[config.mk]
export PLATFORM = sky130hd
export DESIGN_NAME = ceb_front
export DESIGN_NICKNAME = d
export VERILOG_FILES = /design/src/rtl/ceb_pkg.sv /design/src/rtl/ceb_front.sv
export SDC_FILE = /design/constraint.sdc
export NUM_CORES = 1
export LEC_CHECK = 0
export ABC_AREA = 0
export BUFFER_PORTS_ARGS = -buffer_cell sky130_fd_sc_hd__buf_2
export CORE_MARGIN = 2
export CORE_UTILIZATION = 27
export DETAILED_ROUTE_END_ITERATION = 8
export PLACE_DENSITY_LB_ADDON = 0.15
export SYNTH_ARGS = -nofsm -noshare
export SYNTH_HDL_FRONTEND = slang
export SYNTH_SLANG_ARGS = --single-unit
export TNS_END_PERCENT = 5
[constraint.sdc]
create_clock -name vclk -period 1.4
set_input_delay 0.21 -clock vclk [all_inputs]
set_output_delay 0.21 -clock vclk [all_outputs]
set_load 0.01 [all_outputs]
[src/rtl/ceb_pkg.sv]
// ----------------------------------------------------------------------------
// ceb_pkg - shared types and constants of the CSR edge search block
// Command codes, decoded operation record, result record and default sizes.
// ----------------------------------------------------------------------------
package ceb_pkg;

    // field widths of the item ports
    localparam int IN_W   = 14;   // write_index / write_value
    localparam int NODE_W = 10;   // src_node / dest_node / stored target
    localparam int IDX_W  = 13;   // edge_index

    // default graph sizes
    localparam int DEF_NUM_NODES = 1024;
    localparam int DEF_NUM_EDGES = 8192;

    // queue depths
    localparam int CMD_QUEUE_DEPTH = 4;
    localparam int RES_QUEUE_DEPTH = 2;

    typedef enum logic [1:0] {
        CMD_WR_OFFSET = 2'd0,
        CMD_WR_TARGET = 2'd1,
        CMD_QUERY     = 2'd2
    } t_cmd;

    typedef enum logic [1:0] {
        OP_WR_OFFSET = 2'd0,
        OP_WR_TARGET = 2'd1,
        OP_QUERY     = 2'd2,
        OP_MISS      = 2'd3
    } t_op_kind;

    // one decoded item between front and back
    typedef struct packed {
        t_op_kind              kind;
        logic [IN_W-1:0]       addr;   // store address, or source node of a query
        logic [IN_W-1:0]       value;
        logic [NODE_W-1:0]     dest;
    } t_op;

    typedef struct packed {
        logic                  found;
        logic [IDX_W-1:0]      edge_index;
    } t_res;

    typedef enum logic [2:0] {
        BK_IDLE,
        BK_OFF_LO,
        BK_OFF_HI,
        BK_TGT_LO,
        BK_TGT_HI,
        BK_CHECK,
        BK_MID,
        BK_RESULT
    } t_bk_state;

endpackage

[src/rtl/ceb_front.sv]
// ----------------------------------------------------------------------------
// ceb_front - item decoder
// Classify accepted items: drop unused commands and out-of-range writes,
// mark queries with an out-of-range source as misses.
// ----------------------------------------------------------------------------
module ceb_front
    import ceb_pkg::*;
#(
    parameter int NUM_NODES = DEF_NUM_NODES,
    parameter int NUM_EDGES = DEF_NUM_EDGES
) (
    input  logic              i_push,
    output logic              o_full,
    input  logic [1:0]        i_command,
    input  logic [IN_W-1:0]   i_write_index,
    input  logic [IN_W-1:0]   i_write_value,
    input  logic [NODE_W-1:0] i_src_node,
    input  logic [NODE_W-1:0] i_dest_node,
    output logic              o_q_push,
    output t_op               o_q_op,
    input  logic              i_q_full
);

    logic keep;

    assign o_full = i_q_full;

    always_comb begin
        keep            = 1'b0;
        o_q_op.kind     = OP_MISS;
        o_q_op.addr     = i_write_index;
        o_q_op.value    = i_write_value;
        o_q_op.dest     = i_dest_node;
        unique case (t_cmd'(i_command))
            CMD_WR_OFFSET: begin
                o_q_op.kind = OP_WR_OFFSET;
                keep        = (32'(i_write_index) <= 32'(NUM_NODES));
            end
            CMD_WR_TARGET: begin
                o_q_op.kind = OP_WR_TARGET;
                keep        = (32'(i_write_index) < 32'(NUM_EDGES));
            end
            CMD_QUERY: begin
                keep        = 1'b1;
                o_q_op.addr = IN_W'(i_src_node);
                o_q_op.kind = (32'(i_src_node) >= 32'(NUM_NODES)) ? OP_MISS : OP_QUERY;
            end
            default: begin
                keep = 1'b0;   // unused command: absorb, no effect
            end
        endcase
    end

    assign o_q_push = i_push && !i_q_full && keep;

endmodule

Word level (Yosys, flattened, before mapping)
Cells that the tools add are included.
{ "word_totals": {"reg_bits": 0, "latch_bits": 0, "ramBits": 0, "rom_bits": 0, "input_bits": 52, "output_inout_bits": 42, "word_cells": 11, "n_memories": 0} }
{ "op_classes": {"addsub": 0, "multipliers": 0, "div_mod_pow": 0, "magnitude_cmp": 2, "eq_ne": 2, "shifts": 0, "n_mux": 3, "bitwise": 0, "n_reduce_logical": 4} }
{ "op_table": {"columns": ["cell", "count"], "rows": [
  ["14-bit by 11-bit less-or-equal comparator with 1-bit output (second input constant)", 1],
  ["14-bit less-than comparator (second input constant)", 1],
  ["14-bit 2-to-1 mux", 1],
  ["2-bit one-hot mux with 3 select lines", 1],
  ["1-bit one-hot mux with 3 select lines", 1],
  ["2-bit by 1-bit == test with 1-bit output (second input constant)", 1],
  ["2-bit == test (second input constant)", 1],
  ["1-bit logical AND", 2],
  ["2-bit zero test", 1],
  ["1-bit zero test", 1]
]} }

Depth between registers and ports, before layout
{ "depth": {"ltp_word": 3, "depth_mapped": 3, "ltp_nobuf": 3} }

Worst setup path before layout
OpenSTA, ideal clock, no wires.
{ "synth_timing": {"kind": "input to output", "startpoint": "in i_command[0]", "endpoint": "out o_q_op[28] (netlist name)", "t_arrival_ps": 804, "t_required_ps": 1190, "slack_ps": 386, "stages": 3, "n_path_buf": 1, "path_cell_list": "nand2b_4 > buf_6 > mux2_4"} }
{ "synth_lines": {"columns": ["item", "line", "source"], "rows": [
  ["start, declared", "ceb_front.sv:14", "input logic [1:0] i_command,"],
  ["end, declared", "ceb_front.sv:20", "output t_op o_q_op,"]
]} }

==> impl_metrics.ini <==
[outcome]
status = finished, final reports clean

[grt]
grt_pass1_vias = 319
antenna_found_initial = 0
overflow = 0
grt_pass1_wl_mm = 1.200
grt_max_degree = 15
grt_use_total_pct = 7.531

[layout]
final_core_util_pct = 31.89
nets = 125
nFlopsAndLatches = 0
drive_gt1_share_pct = 80.28
areaGrowthSynthToFinish_pct = 10.03
regArea_um2 = 0
clock_buffer_count = 0
diodes = 0
final-instance-count-excl-fill = 87

[timing]
slew_viol_final = 0
hold_violations = 0
period_needed_ns = 1.261
rsz0062_at_grt = false
fmax_mhz = 793.0
finalSetupViolations = 0
finalSetupTns_ns = 0
post-route-period-util_pct = 90.07
worst_slew_pin_slew_ns = 0.2678
maxSlewHeadroom_pct = 81.98

[pwr]
clkPwrFrac_pct = 0
p_sw_share_pct = 42.26
switching_power_w = 0.00006494
seqPwrFrac_pct = 0
intPower_w = 0.00008875
p_leak_nw = 0.2821
vdd_drop_max_mv = 0.08758
power_density_nw_per_um2 = 319.9
combPwrFrac_pct = 100.0

[critical_path]
path_class = in2out
worstSetupStartpointType = input pin
crit_path_frequent_cell = buf_2
critical_path.top_delay_family = multiplexers
path_buf_inv = 2
cp.arrival_ns = 1.05
max_stage_delay_ns = 0.35
critPathSlowestCell = mux2_2
path_cells = buf_2 > nand2b_4 > mux2_2 > buf_2
cp-end-kind = output pin
cp.required_ns = 1.19
crit_path_max_fanout = 14

[synth]
ys_top_cells_by_area = buf_4 (43%), mux2_4 (21%), mux2_2 (10%)
synth_top_area_share_pct = 42.98
synth_nets = 105
yosysSeqAreaShare_pct = 0
synthDistinctLibCells = 14
ys_warn_count = 0
syn_area_per_cell_um2 = 8.239
yosysTopAreaCell = buf_4
synth_common_cells = buf_4 (25), mux2_4 (6), and2_1 (4), mux2_2 (4), nor4_1 (3)
yosysMostFrequentCell = buf_4
syn-instance-count = 53
syn-cell-area_um2 = 436.7

[routing]
vias = 407
drt-total-wl_um = 913
final_antenna_net_count = 0
first_iter_violations = 1
routed_via_density = 4.678
wl_per_cell_um = 10.49
firstDrtPassIters = 4
drc = 0

[floorplan]
dieArea_um2 = 1955
core_area_um2 = 1506
dieWidth_um = 44.22
start_util_pct = 28.99
die_h_um = 44.22
row_count = 14
pin_count = 94

[place]
dpl.cell_count = 87
hpwlAfterDp_um = 817.3
portBuffers = 46
gp_congestion = 0.6111

[clocking]
cts_hold_buf = 0
post_cts_resized = 0
cts_setup_buffers = 0

[min_path]
hold_class = in2out

[run]
drv_cap = 0
## power groups by stage
stage          logic, W  registers [W]  clock network, W
6_report       0.000154              0                 0
5_1_grt        0.000167              0                 0
4_1_cts        0.000156              0                 0
3_5_place_dp   0.000156              0                 0
3_3_place_gp   0.000157              0                 0
2_1_floorplan  0.000152              0                 0
## layout make-up
| type | instances | area, um2 |
|---|---|---|
| fillers | 164 | 1026 |
| multi-input cells | 25 | 230.2 |
| well taps | 16 | 20.02 |
| repair buffers | 46 | 230.2 |
## worst paths after layout
| path | from | endpoint | cells after the start |
|---|---|---|---|
| hold / removal | i_write_value[3] | o_q_op[13] | 0 |
| setup / recovery | i_command[0] | o_q_op[27] | 4 |
## cells by family (layout without fill, tap and decap cells)
kind of cell	Yosys count	in the layout	synth area share (%)
buffers and inverters	28	46	47.28
and+or+nand+nor	13	13	19.48
muxes	10	10	30.95
AOI/OAI and AO/OA	2	2	2.290
## per-layer routing
| layer | track usage, % | up-vias | routed length (um) |
|---|---|---|---|
| met3 | 2.857 | 6 | 147 |
| met1 | 7.561 | 170 | 331 |
| met5 | 0 | - | 0 |
| met4 | 1.818 | 0 | 10 |
| met2 | 14.41 | 37 | 423 |
| li1 | - | 194 | - |
## metrics by stage
stage | area (um2) | total power [W] | worst slack [ns] | hold slack (ns)
after floorplan | 436.7 | 0.0001521 | 0.3861 | 0.5118
after global placement | 480.5 | 0.0001567 | 0.1191 | 0.4201
after detailed placement | 480.5 | 0.0001559 | 0.1306 | 0.4201
after CTS | 480.5 | 0.0001562 | 0.1272 | 0.4201
after global routing | 480.5 | 0.0001666 | 0.06690 | 0.4200
final | 480.5 | 0.0001537 | 0.1390 | 0.4200
## layout by cell type, fill, tap and decap left out
master    count
nand4_1       1
buf_2        46
and2_1        4
o21ai_0       1
nor3_1        2
nand2b_4      1
mux2_2        4
nor2_1        1
nand3b_1      1
nor4_1        3
mux2_4        6
a21oi_1       1
(Power assumes the default switching activity.)
