**src/rtl/ceb_fifo.sv**
```systemverilog
// ----------------------------------------------------------------------------
// ceb_fifo - small register queue
// Push/full on the write side, pop/empty on the read side, head shown
// directly.
// ----------------------------------------------------------------------------
module ceb_fifo #(
    parameter int WIDTH = 8,
    parameter int DEPTH = 2
) (
    input  logic             i_clk,
    input  logic             i_rst_n,
    input  logic             i_push,
    input  logic [WIDTH-1:0] i_data,
    output logic             o_full,
    input  logic             i_pop,
    output logic [WIDTH-1:0] o_data,
    output logic             o_empty
);

    localparam int AW = $clog2(DEPTH);
    localparam int CW = $clog2(DEPTH + 1);

    logic [WIDTH-1:0] r_mem [DEPTH];
    logic [AW-1:0]    r_wr_ptr, n_wr_ptr;
    logic [AW-1:0]    r_rd_ptr, n_rd_ptr;
    logic [CW-1:0]    r_count,  n_count;
    logic             do_push, do_pop;

    assign o_full  = (r_count == CW'(DEPTH));
    assign o_empty = (r_count == '0);
    assign o_data  = r_mem[r_rd_ptr];
    assign do_push = i_push && !o_full;
    assign do_pop  = i_pop && !o_empty;

    always_comb begin
        n_wr_ptr = r_wr_ptr;
        n_rd_ptr = r_rd_ptr;
        n_count  = r_count;
        if (do_push) begin
            n_wr_ptr = (r_wr_ptr == AW'(DEPTH - 1)) ? '0 : r_wr_ptr + AW'(1);
        end
        if (do_pop) begin
            n_rd_ptr = (r_rd_ptr == AW'(DEPTH - 1)) ? '0 : r_rd_ptr + AW'(1);
        end
        if (do_push && !do_pop) begin
            n_count = r_count + CW'(1);
        end else if (do_pop && !do_push) begin
            n_count = r_count - CW'(1);
        end
    end

    always_ff @(posedge i_clk) begin
        if (!i_rst_n) begin
            r_wr_ptr <= '0;
            r_rd_ptr <= '0;
            r_count  <= '0;
        end else begin
            r_wr_ptr <= n_wr_ptr;
            r_rd_ptr <= n_rd_ptr;
            r_count  <= n_count;
        end
    end

    always_ff @(posedge i_clk) begin
        if (do_push) begin
            r_mem[r_wr_ptr] <= i_data;
        end
    end

endmodule

```
**config.mk**
```make
export PLATFORM = sky130hd
export DESIGN_NAME = ceb_fifo
export DESIGN_NICKNAME = d
export VERILOG_FILES = /design/src/rtl/ceb_fifo.sv
export SDC_FILE = /design/constraint.sdc
export NUM_CORES = 1
export LEC_CHECK = 0
export ABC_AREA = 1
export ABC_CLOCK_PERIOD_IN_PS = 1600
export BUFFER_PORTS_ARGS = -buffer_cell sky130_fd_sc_hd__buf_2
export CAP_MARGIN = 5
export CELL_PAD_IN_SITES_DETAIL_PLACEMENT = 0
export CELL_PAD_IN_SITES_GLOBAL_PLACEMENT = 2
export CORE_MARGIN = 2
export CORE_UTILIZATION = 32
export CTS_BUF_LIST = sky130_fd_sc_hd__clkbuf_16
export CTS_CLUSTER_DIAMETER = 200
export DETAILED_ROUTE_END_ITERATION = 12
export PLACE_DENSITY_LB_ADDON = 0.05
export SETUP_SLACK_MARGIN = 0.1
export SYNTH_ARGS = -nofsm -noshare
export SYNTH_HDL_FRONTEND = slang
export SYNTH_SLANG_ARGS = --single-unit
```
**constraint.sdc**
```tcl
create_clock -name i_clk -period 1.6 [get_ports i_clk]
set_input_delay 0.24 -clock i_clk [delete_from_list [all_inputs] [get_ports i_clk]]
set_output_delay 0.24 -clock i_clk [all_outputs]
set_load 0.01 [all_outputs]
```
======== Yosys cells after proc, flatten, opt, wreduce, memory -nomap -nowiden ========
Memories as Yosys holds them, arrays and structs flattened. A register that Yosys moved wholly into a read port is not among the register bits.
Index checks and enable logic that the tools add are counted.
storage, ports and cells
  register bits ........................... 4
  memory bits (writable) .................. 16
  input bits .............................. 12
  output and inout port bits .............. 10
  memories ................................ 1
memories
  memory  depth  bits a word  read ports  clocked after Yosys merged registers in  write ports  RTL line  RTL
  r_mem   2      8            1           1                                        1            23        logic [WIDTH-1:0] r_mem [DEPTH];
operators by class
  add/subtract/negate cells ............... 4
  eq/ne operators ......................... 1
  mux-type cells .......................... 8
  reductions and logical operators ........ 10
operators with widths
  cell                 number
  $mux 1               6
  $logic_and 1x1->1    4
  $logic_not 1->1      4
  $mux 2               2
  $add 1x1->1 const B  2
  $add 2x1->2 const B  1
  $eq 2x2->1 const B   1
  $logic_not 2->1      1
  $reduce_bool 2->1    1
  $sub 2x1->2 const B  1

======== Depth between registers and ports, before layout ========
Gate-level depths: netlist of the first run.
  word-level depth ........................ 7
  gate-level depth with buffers ........... 10
  depth with buffers taken out ............ 10

======== Worst setup path after synthesis of the first run ========
OpenSTA, ideal clock, no wires.
  kind .................................... register to register
  start point ............................. register r_count[0]
  end point ............................... register r_count[1]
  setup time .............................. 64 ps
  arrival time ............................ 1,258 ps
  setup slack ............................. 278 ps
  stages on the path, launching flop included .. 10
  path through ............................ dfxtp_1 > nor2_1 > nor2_2 > inv_1 > ha_1 > inv_1 > nand3_1 > nand2_1 > inv_1 > nor2_1
on the way
  cells in the longest elaborated chain, start to end .. 6
RTL lines
  element                                      RTL line  RTL
  start, declared                              26        logic [CW-1:0] r_count, n_count;
  start signal, assigned                       60        r_count <= n_count;
  $logic_not 2->1 (*)                          30        assign o_empty = (r_count == '0);
  net o_empty                                  17        output logic o_empty
  $logic_not 1->1 (*)                          33        assign do_pop = i_pop && !o_empty;
  $logic_and 1x1->1 (*)                        33
  $logic_not 1->1                              45        if (do_push && !do_pop) begin
  $logic_and 1x1->1                            45
  $mux 2 or $reduce_bool 2->1 (tied branches)  n/a
The timed path passes the listed nets; every way through them passes the cells marked *. The select of a mux whose other input is x is not followed.
A chain may end at the register's enable or synchronous reset.

==> flow_metrics.env, run 1 <==
export IMPL_placedCellCount=116
export IMPL_timing_final_ws_setup_ns=0.190
export IMPL_n_antenna_cell=0
export IMPL_rrSetupSlack_ns=0.24
export IMPL_syn_nets=76
export IMPL_worst_hold_slack_ns=0.183
export IMPL_rsz0062_at_grt="no"
export IMPL_path_buf_inv=1
export IMPL_drt_initial_drc_count=6
export IMPL_cts_sinks=21
export IMPL_io_pins=22
export IMPL_place_area_um2=983
export IMPL_tns_ns=0
export IMPL_cp_slowest_stage_delay_ns=0.43
export IMPL_min_delay_path_class="input port to flop"
export IMPL_path_max_fanout=8
export IMPL_cts_hold_buffers=0
export IMPL_fin_worst_skew_ns=0.00231
export IMPL_ys_top_cells_by_area="edfxtp_1 58%, dfxtp_1 12%, mux2_2 11%"
export IMPL_ir_drop_mv=0.696
export IMPL_fp_dieH_um=54.7
export IMPL_slew_headroom_pct=87.4
export IMPL_drv_cap=0
export IMPL_io_buffers=21
export IMPL_grt_pass1_vias=440
export IMPL_synth_cells=63
export IMPL_cts_tree="built"
export IMPL_vias=498
export IMPL_syn_area_um2=823
export IMPL_cp_top_family="flip-flops"
export IMPL_grt_usage_pct=9.26
export IMPL_start_util_pct=33.5
export IMPL_numCtsBuffers=3
export IMPL_use_met2_pct=15.3
export IMPL_p_leak_nw=0.451
export IMPL_tightest_slew_ns=0.189
export IMPL_final_area_mm2=0.00107
export IMPL_vias_per_cell=4.15
export IMPL_final_cells=120
export IMPL_first_pass_iters=3
export IMPL_path_clk_slew_ns=0.05
export IMPL_met1_usage_pct=10.2
export IMPL_crit_chain="mux2_2 > buf_2"
export IMPL_arrival_ns=1.17
export IMPL_slew_viol_final=0
export IMPL_layout_commonest_cell="buf_2"
export IMPL_grt_use_met3_pct=2.73
export IMPL_drc=0
export IMPL_die_area_mm2=0.00299
export IMPL_post_route_util_pct=43.7
export IMPL_hold_viol_final=0
export IMPL_avgSynthCellArea_um2=13.1
export IMPL_dp_slack_ns=0.197
export IMPL_cts_buffer_depth=2
export IMPL_globalplace_congestion=0.623
export IMPL_wl_per_cell_um=10.4
export IMPL_grt_max_degree=12
export IMPL_clockRootBuffer="clkbuf_16"
export IMPL_slowest_stage="dfxtp_2"
export IMPL_setup_violations_final=0
export IMPL_grt_overflow_total=0
export IMPL_power_mw=1.74
export IMPL_antenna_found_initial=0
export IMPL_core_mm2=0.00245
export IMPL_crit_path_end_kind="primary output"
export IMPL_htreeDepth=1
export IMPL_fin_crit_sh_pct=88.1
export IMPL_grt_pass1_wl_um=1840
export IMPL_clock_latency_ns=0.24
export IMPL_max_freq_mhz=709
export IMPL_fin_crit_ns=1.41
export IMPL_synth_top_cell_by_area="edfxtp_1"
export IMPL_powerDensity_mw_per_mm2=1620
export IMPL_dpl_hpwl_um=990
export IMPL_crit_required_ns=1.36
export IMPL_wl_um=1240
export IMPL_synth_cell_type_count=15
export IMPL_synth_seq_cells=21
export IMPL_num_rows=18
export IMPL_drtAntennaViolNets=0
export IMPL_worstSetupPathType="flop to primary output"
export IMPL_die_x_um=54.7
export IMPL_area_growth_pct=30.4
export IMPL_status="complete, no violations"
export IMPL_cts_setup_buffers=0
export IMPL_seq_area_frac_synth_pct=70.5
export IMPL_top_usage_layer="met2"
export IMPL_post_route_cells_drive_above_1_share_pct=46.7
export IMPL_ys_warn_count=0
export IMPL_nNetsFinal=104
export IMPL_final_cell_mix="21 x buf_2, 16 x edfxtp_1, 10 x nor2_1, 8 x mux2_2, 8 x inv_1"
export IMPL_yosys_area_top_type_share_pct=58.4
export IMPL_cp_start_kind="flop"
## routing by layer
metal / routed length, um / vias up / share of wire (%)
met5: 0 / - / 0
met4: 10 / 0 / 0.81
met3: 78 / 2 / 6.3
met2: 582 / 11 / 47
met1: 571 / 216 / 46
li1: - / 269 / -
## logic make-up after synthesis
logic type               count (synthesis)  synth area share (%)
adder cells (fa/ha/maj)                  1                  1.52
AO/OA/AOI/OAI                            4                  2.89
flip-flops                              21                  70.5
AND/OR/NAND/NOR                         19                  9.42
buffers and inverters                   10                  4.71
multiplexers                             8                  10.9
## where the power goes
part           switching (mW)  internal [mW]
Sequential             0.0676          0.705
Combinational           0.252          0.220
Clock                   0.163          0.332
## registers in the layout, summed over array words and instances (netlist names), named ones only
name	count
r_mem	16
r_count	2
r_rd_ptr	1
r_wr_ptr	1
## layout make-up
type,count,area [um2]
Multi-Input combinational cell,32,211
Clock buffer,3,75.1
Clock inverter,1,3.75
Inverter,9,33.8
Fill cell,229,1380
Tap cell,30,37.5
Timing Repair Buffer,24,128
Sequential cell,21,584
## synth_stat cells
cell	n
ha_1	1
dfxtp_1	5
a21oi_1	1
nand3_1	1
nand2_1	6
nor2_1	10
inv_2	1
inv_1	8
nor2_2	1
mux2_2	8
nand4_1	1
o21ai_2	1
edfxtp_1	16
o21ai_0	2
buf_2	1
## timing repair
item                                    in CTS  in global routing
pin swaps                                    0                  1
endpoints found under the setup margin       8                  1
resized for setup                            1                  4
## final timing paths
check	start	endpoint	cells past startpoint
setup / recovery	flop	o_data[1]	2
hold reg to reg	r_rd_ptr	r_rd_ptr	2
hold / removal	i_data[3]	r_mem[1][3]	1
setup reg to reg	r_count[1]	r_count[1]	9
(Power assumes the default switching activity.)
==> inputs of run 2 (changes only) <==
--- a/config.mk
+++ b/config.mk
@@ -11,12 +11,12 @@
 export CAP_MARGIN = 5
 export CELL_PAD_IN_SITES_DETAIL_PLACEMENT = 0
 export CELL_PAD_IN_SITES_GLOBAL_PLACEMENT = 2
-export CORE_MARGIN = 2
 export CORE_UTILIZATION = 32
 export CTS_BUF_LIST = sky130_fd_sc_hd__clkbuf_16
 export CTS_CLUSTER_DIAMETER = 200
 export DETAILED_ROUTE_END_ITERATION = 12
 export PLACE_DENSITY_LB_ADDON = 0.05
+export RECOVER_POWER = 25
 export SETUP_SLACK_MARGIN = 0.1
 export SYNTH_ARGS = -nofsm -noshare
 export SYNTH_HDL_FRONTEND = slang
==> flow_metrics.env, run 2 (synthesis results as in run 1) <==
export IMPL_grt_use_met3_pct=2.61
export IMPL_vias_per_cell=4.23
export IMPL_cts_sinks=21
export IMPL_swShare_pct=28.4
export IMPL_slew_viol_final=0
export IMPL_fin_crit_sh_pct=89.1
export IMPL_arrival_ns=1.19
export IMPL_final_cells=120
export IMPL_drtAntennaViolNets=0
export IMPL_p_switching_mw=0.496
export IMPL_post_route_cells_drive_above_1_share_pct=43.3
export IMPL_met1_usage_pct=12.5
export IMPL_start_util_pct=33.5
export IMPL_clockRootBuffer="clkbuf_16"
export IMPL_cp_start_kind="flop"
export IMPL_top_regs="r_mem (16), r_count (2)"
export IMPL_place_area_um2=976
export IMPL_tightest_slew_ns=0.198
export IMPL_nFillCells=238
export IMPL_layout_commonest_cell="buf_2"
export IMPL_fin_worst_skew_ns=0.00358
export IMPL_num_rows=18
export IMPL_cts_tree="built"
export IMPL_grt_pass1_wl_um=1950
export IMPL_final_area_mm2=0.00106
export IMPL_largest_register="r_mem"
export IMPL_largest_register_ffs=16
export IMPL_rrSetupSlack_ns=0.22
export IMPL_fp_dieH_um=52.7
export IMPL_crit_required_ns=1.36
export IMPL_path_clk_slew_ns=0.06
export IMPL_grt_overflow_total=0
export IMPL_pwr_share_seq_pct=43.8
export IMPL_area_growth_pct=29.2
export IMPL_numCtsBuffers=3
export IMPL_grt_pass1_vias=459
export IMPL_first_pass_iters=2
export IMPL_max_freq_mhz=702
export IMPL_ir_drop_mv=0.835
export IMPL_io_buffers=21
export IMPL_slew_headroom_pct=86.8
export IMPL_cp_slowest_stage_delay_ns=0.43
export IMPL_crit_path_end_kind="primary output"
export IMPL_die_x_um=52.7
export IMPL_min_delay_path_class="input port to flop"
export IMPL_nNetsFinal=104
export IMPL_drc=0
export IMPL_grt_usage_pct=10.5
export IMPL_io_pins=22
export IMPL_drv_cap=0
export IMPL_p_leak_nw=0.448
export IMPL_worstSetupPathType="flop to primary output"
export IMPL_htreeDepth=1
export IMPL_powerDensity_mw_per_mm2=1640
export IMPL_fin_crit_ns=1.43
export IMPL_use_met2_pct=16.2
export IMPL_die_area_mm2=0.00278
export IMPL_grt_max_degree=12
export IMPL_dpl_hpwl_um=979
export IMPL_slowest_stage="dfxtp_2"
export IMPL_path_max_fanout=8
export IMPL_comb_power_share_pct=26.8
export IMPL_wl_um=1330
export IMPL_wl_per_cell_um=11.1
export IMPL_top_usage_layer="met2"
export IMPL_p_clk_share_pct=29.4
export IMPL_rsz0062_at_grt="no"
export IMPL_drt_initial_drc_count=5
export IMPL_status="complete, no violations"
export IMPL_clock_latency_ns=0.25
export IMPL_intPower_mw=1.25
export IMPL_vias=508
export IMPL_cts_buffer_depth=2
export IMPL_final_cell_mix="20 x buf_2, 16 x edfxtp_1, 10 x nor2_1, 9 x inv_1, 8 x mux2_2"
export IMPL_antenna_found_initial=0
export IMPL_placedCellCount=115
export IMPL_n_antenna_cell=0
export IMPL_crit_chain="mux2_2 > buf_2"
export IMPL_core_mm2=0.00245
export IMPL_tns_ns=0
export IMPL_setup_violations_final=0
export IMPL_globalplace_congestion=0.632
export IMPL_hold_viol_final=0
-- run 2: layer usage --
metal	share of wire [%]	up-vias	wire, um
met4	0.75	0	10
met2	47	10	631
li1	-	266	-
met3	3.6	2	48
met5	0	-	0
met1	48	230	641
-- run 2: through the flow --
step                      util (%)  hold WS, ns  setup WS [ns]  total power [mW]
after floorplan                  -        0.339          0.278              1.07
after global placement        39.8        0.427          0.200              1.24
after detailed placement      39.8        0.433          0.209              1.24
after CTS                     43.0        0.175          0.146              1.76
after global routing          43.3        0.176         0.0909              1.85
final                         43.3        0.180          0.175              1.74
-- run 2: layout make-up --
| class | instances | area, um2 | area share (%) |
|---|---|---|---|
| Clock inverter | 1 | 3.75 | 0.353 |
| Timing Repair Buffer | 24 | 126 | 11.9 |
| Tap cell | 30 | 37.5 | 3.53 |
| Inverter | 9 | 33.8 | 3.18 |
| Clock buffer | 3 | 75.1 | 7.06 |
| Multi-Input combinational cell | 32 | 204 | 19.2 |
| Sequential cell | 21 | 583 | 54.8 |
-- run 2: critical path: cells and delay by family, from the launching register on --
| family | cells | cell delay [ns] |
|---|---|---|
| buffers and inverters | 1 | 0.14 |
| muxes | 1 | 0.36 |
| DFF | 1 | 0.43 |
-- run 2: worst paths after layout --
check / start / end / depth (start not counted)
min reg2reg: r_rd_ptr / flop / 2
min: i_data[6] / r_mem[0][6] / 1
max: flop / o_data[2] / 2
max reg2reg: r_count[1] / r_count[1] / 9
-- run 2: what timing repair did --
action / CTS / global route
gates cloned: 0 / 0
hold endpoints to repair: 0 / 0
pin swaps: 0 / 1
buffers inserted: 0 / 1
setup endpoints to repair: 8 / 1
hold buffers: 0 / 0
resized for setup: 1 / 1
-- run 2: power by group through the flow --
stage	clock (mW)	combinational, mW	sequential (mW)
4_1_cts	0.524	0.469	0.765
3_3_place_gp	0	0.467	0.774
3_5_place_dp	0	0.467	0.773
2_1_floorplan	0	0.329	0.743
6_report	0.513	0.467	0.764
5_1_grt	0.542	0.534	0.777
==> inputs of run 3 (changes only) <==
--- a/config.mk
+++ b/config.mk
@@ -17,6 +17,7 @@
 export DETAILED_ROUTE_END_ITERATION = 12
 export PLACE_DENSITY_LB_ADDON = 0.05
 export RECOVER_POWER = 25
+export REMOVE_ABC_BUFFERS = 1
 export SETUP_SLACK_MARGIN = 0.1
 export SYNTH_ARGS = -nofsm -noshare
 export SYNTH_HDL_FRONTEND = slang
==> flow_metrics.env, run 3 (synthesis results as in run 1) <==
export IMPL_wl_per_cell_um=11.0
export IMPL_cts_sinks=21
export IMPL_n_antenna_cell=0
export IMPL_grt_use_met3_pct=1.74
export IMPL_die_area_mm2=0.00278
export IMPL_setup_violations_final=0
export IMPL_slowest_stage="dfxtp_2"
export IMPL_slew_headroom_pct=86.3
export IMPL_start_util_pct=33.5
export IMPL_first_pass_iters=4
export IMPL_crit_path_end_kind="primary output"
export IMPL_hold_viol_final=0
export IMPL_met1_usage_pct=12.8
export IMPL_tns_ns=0
export IMPL_rsz0062_at_grt="no"
export IMPL_grt_overflow_total=0
export IMPL_fp_dieH_um=52.7
export IMPL_cts_tree="built"
export IMPL_cp_start_kind="flop"
export IMPL_max_freq_mhz=699
export IMPL_grt_pass1_vias=449
export IMPL_io_buffers=21
export IMPL_wl_um=1320
export IMPL_htreeDepth=1
export IMPL_p_leak_nw=0.449
export IMPL_grt_max_degree=12
export IMPL_grt_usage_pct=10.7
export IMPL_clockRootBuffer="clkbuf_16"
export IMPL_path_max_fanout=8
export IMPL_crit_required_ns=1.36
export IMPL_area_growth_pct=29.2
export IMPL_ir_drop_mv=0.797
export IMPL_cp_slowest_stage_delay_ns=0.44
export IMPL_layout_commonest_cell="buf_2"
export IMPL_core_mm2=0.00245
export IMPL_num_rows=18
export IMPL_use_met2_pct=17.1
export IMPL_crit_chain="mux2_2 > buf_2"
export IMPL_largest_register_ffs=16
export IMPL_vias_per_cell=4.28
export IMPL_numCtsBuffers=3
export IMPL_multi_input_area_um2=204
export IMPL_top_regs="r_mem (16), r_count (2)"
export IMPL_largest_register="r_mem"
export IMPL_fin_crit_ns=1.43
export IMPL_path_clk_slew_ns=0.06
export IMPL_worst_hold_slack_ns=0.180
export IMPL_regArea_um2=583
export IMPL_clock_latency_ns=0.25
export IMPL_drt_initial_drc_count=15
export IMPL_slew_viol_final=0
export IMPL_die_x_um=52.7
export IMPL_io_pins=22
export IMPL_powerDensity_mw_per_mm2=1630
export IMPL_drv_cap=0
export IMPL_drtAntennaViolNets=0
export IMPL_worstSetupPathType="flop to primary output"
export IMPL_min_delay_path_class="input port to flop"
export IMPL_post_route_cells_drive_above_1_share_pct=43.3
export IMPL_timing_final_ws_setup_ns=0.169
export IMPL_top_usage_layer="met2"
export IMPL_nFillCells=242
export IMPL_post_route_util_pct=43.3
export IMPL_antenna_found_initial=0
export IMPL_final_cell_mix="20 x buf_2, 16 x edfxtp_1, 10 x nor2_1, 9 x inv_1, 8 x mux2_2"
export IMPL_globalplace_congestion=0.664
export IMPL_dp_slack_ns=0.187
export IMPL_fin_worst_skew_ns=0.00374
export IMPL_vias=514
export IMPL_cts_setup_buffers=0
export IMPL_cts_buffer_depth=2
export IMPL_arrival_ns=1.19
export IMPL_status="complete, no violations"
export IMPL_cp_top_family="flip-flops"
export IMPL_drc=0
export IMPL_grt_pass1_wl_um=2000
export IMPL_tightest_slew_ns=0.205
export IMPL_dpl_hpwl_um=984
export IMPL_fin_crit_sh_pct=89.5
export IMPL_path_buf_inv=1
export IMPL_nNetsFinal=104
## run 3: changes by cell type in the layout (fill, tap and decap cells not counted), sizes merged
cell / before / now
buf: 24 / 23
clkbuf: 3 / 4
## run 3: final cells by class
type | instances | area share [%]
sequential | 21 | 54.8
clock buffer | 3 | 7.06
multi-input combinational | 32 | 19.2
inverter | 9 | 3.18
timing repair buffer | 24 | 11.9
tap | 30 | 3.53
clock inverter | 1 | 0.353
## run 3: repair_timing
| action | 4_1_cts | 5_1_grt |
|---|---|---|
| hold buffers | 0 | 0 |
| gates resized for setup | 1 | 1 |
| setup endpoints to repair | 8 | 1 |
## run 3: where the power goes
group	total, mW	internal, mW	switching [mW]
Clock	0.510	0.332	0.177
Sequential	0.766	0.702	0.0645
Combinational	0.457	0.211	0.247
## run 3: per-stage QoR
stage,instances,power (mW),cell area [um2]
after detailed placement,116,1.24,983
after CTS,120,1.76,1060
after global routing,120,1.83,1060
after global placement,116,1.24,983
final,120,1.73,1060
after floorplan,62,1.07,818
## run 3: final timing paths
check / startpoint / endpoint / slack, ns / cells past startpoint
worst min-delay path: i_data[4] / r_mem[1][4] / 0.18 / 1
worst max register to register: r_count[1] / r_count[1] / 0.24 / 9
worst max-delay path: flop / o_data[0] / 0.17 / 2
worst min register to register: r_count[0] / r_count[0] / 0.50 / 2
## run 3: per-layer routing
metal  wire length, um  part of all wire [%]
met1               599                    45
met2               657                    50
met3                55                   4.2
met4                10                  0.76
met5                 0                     0
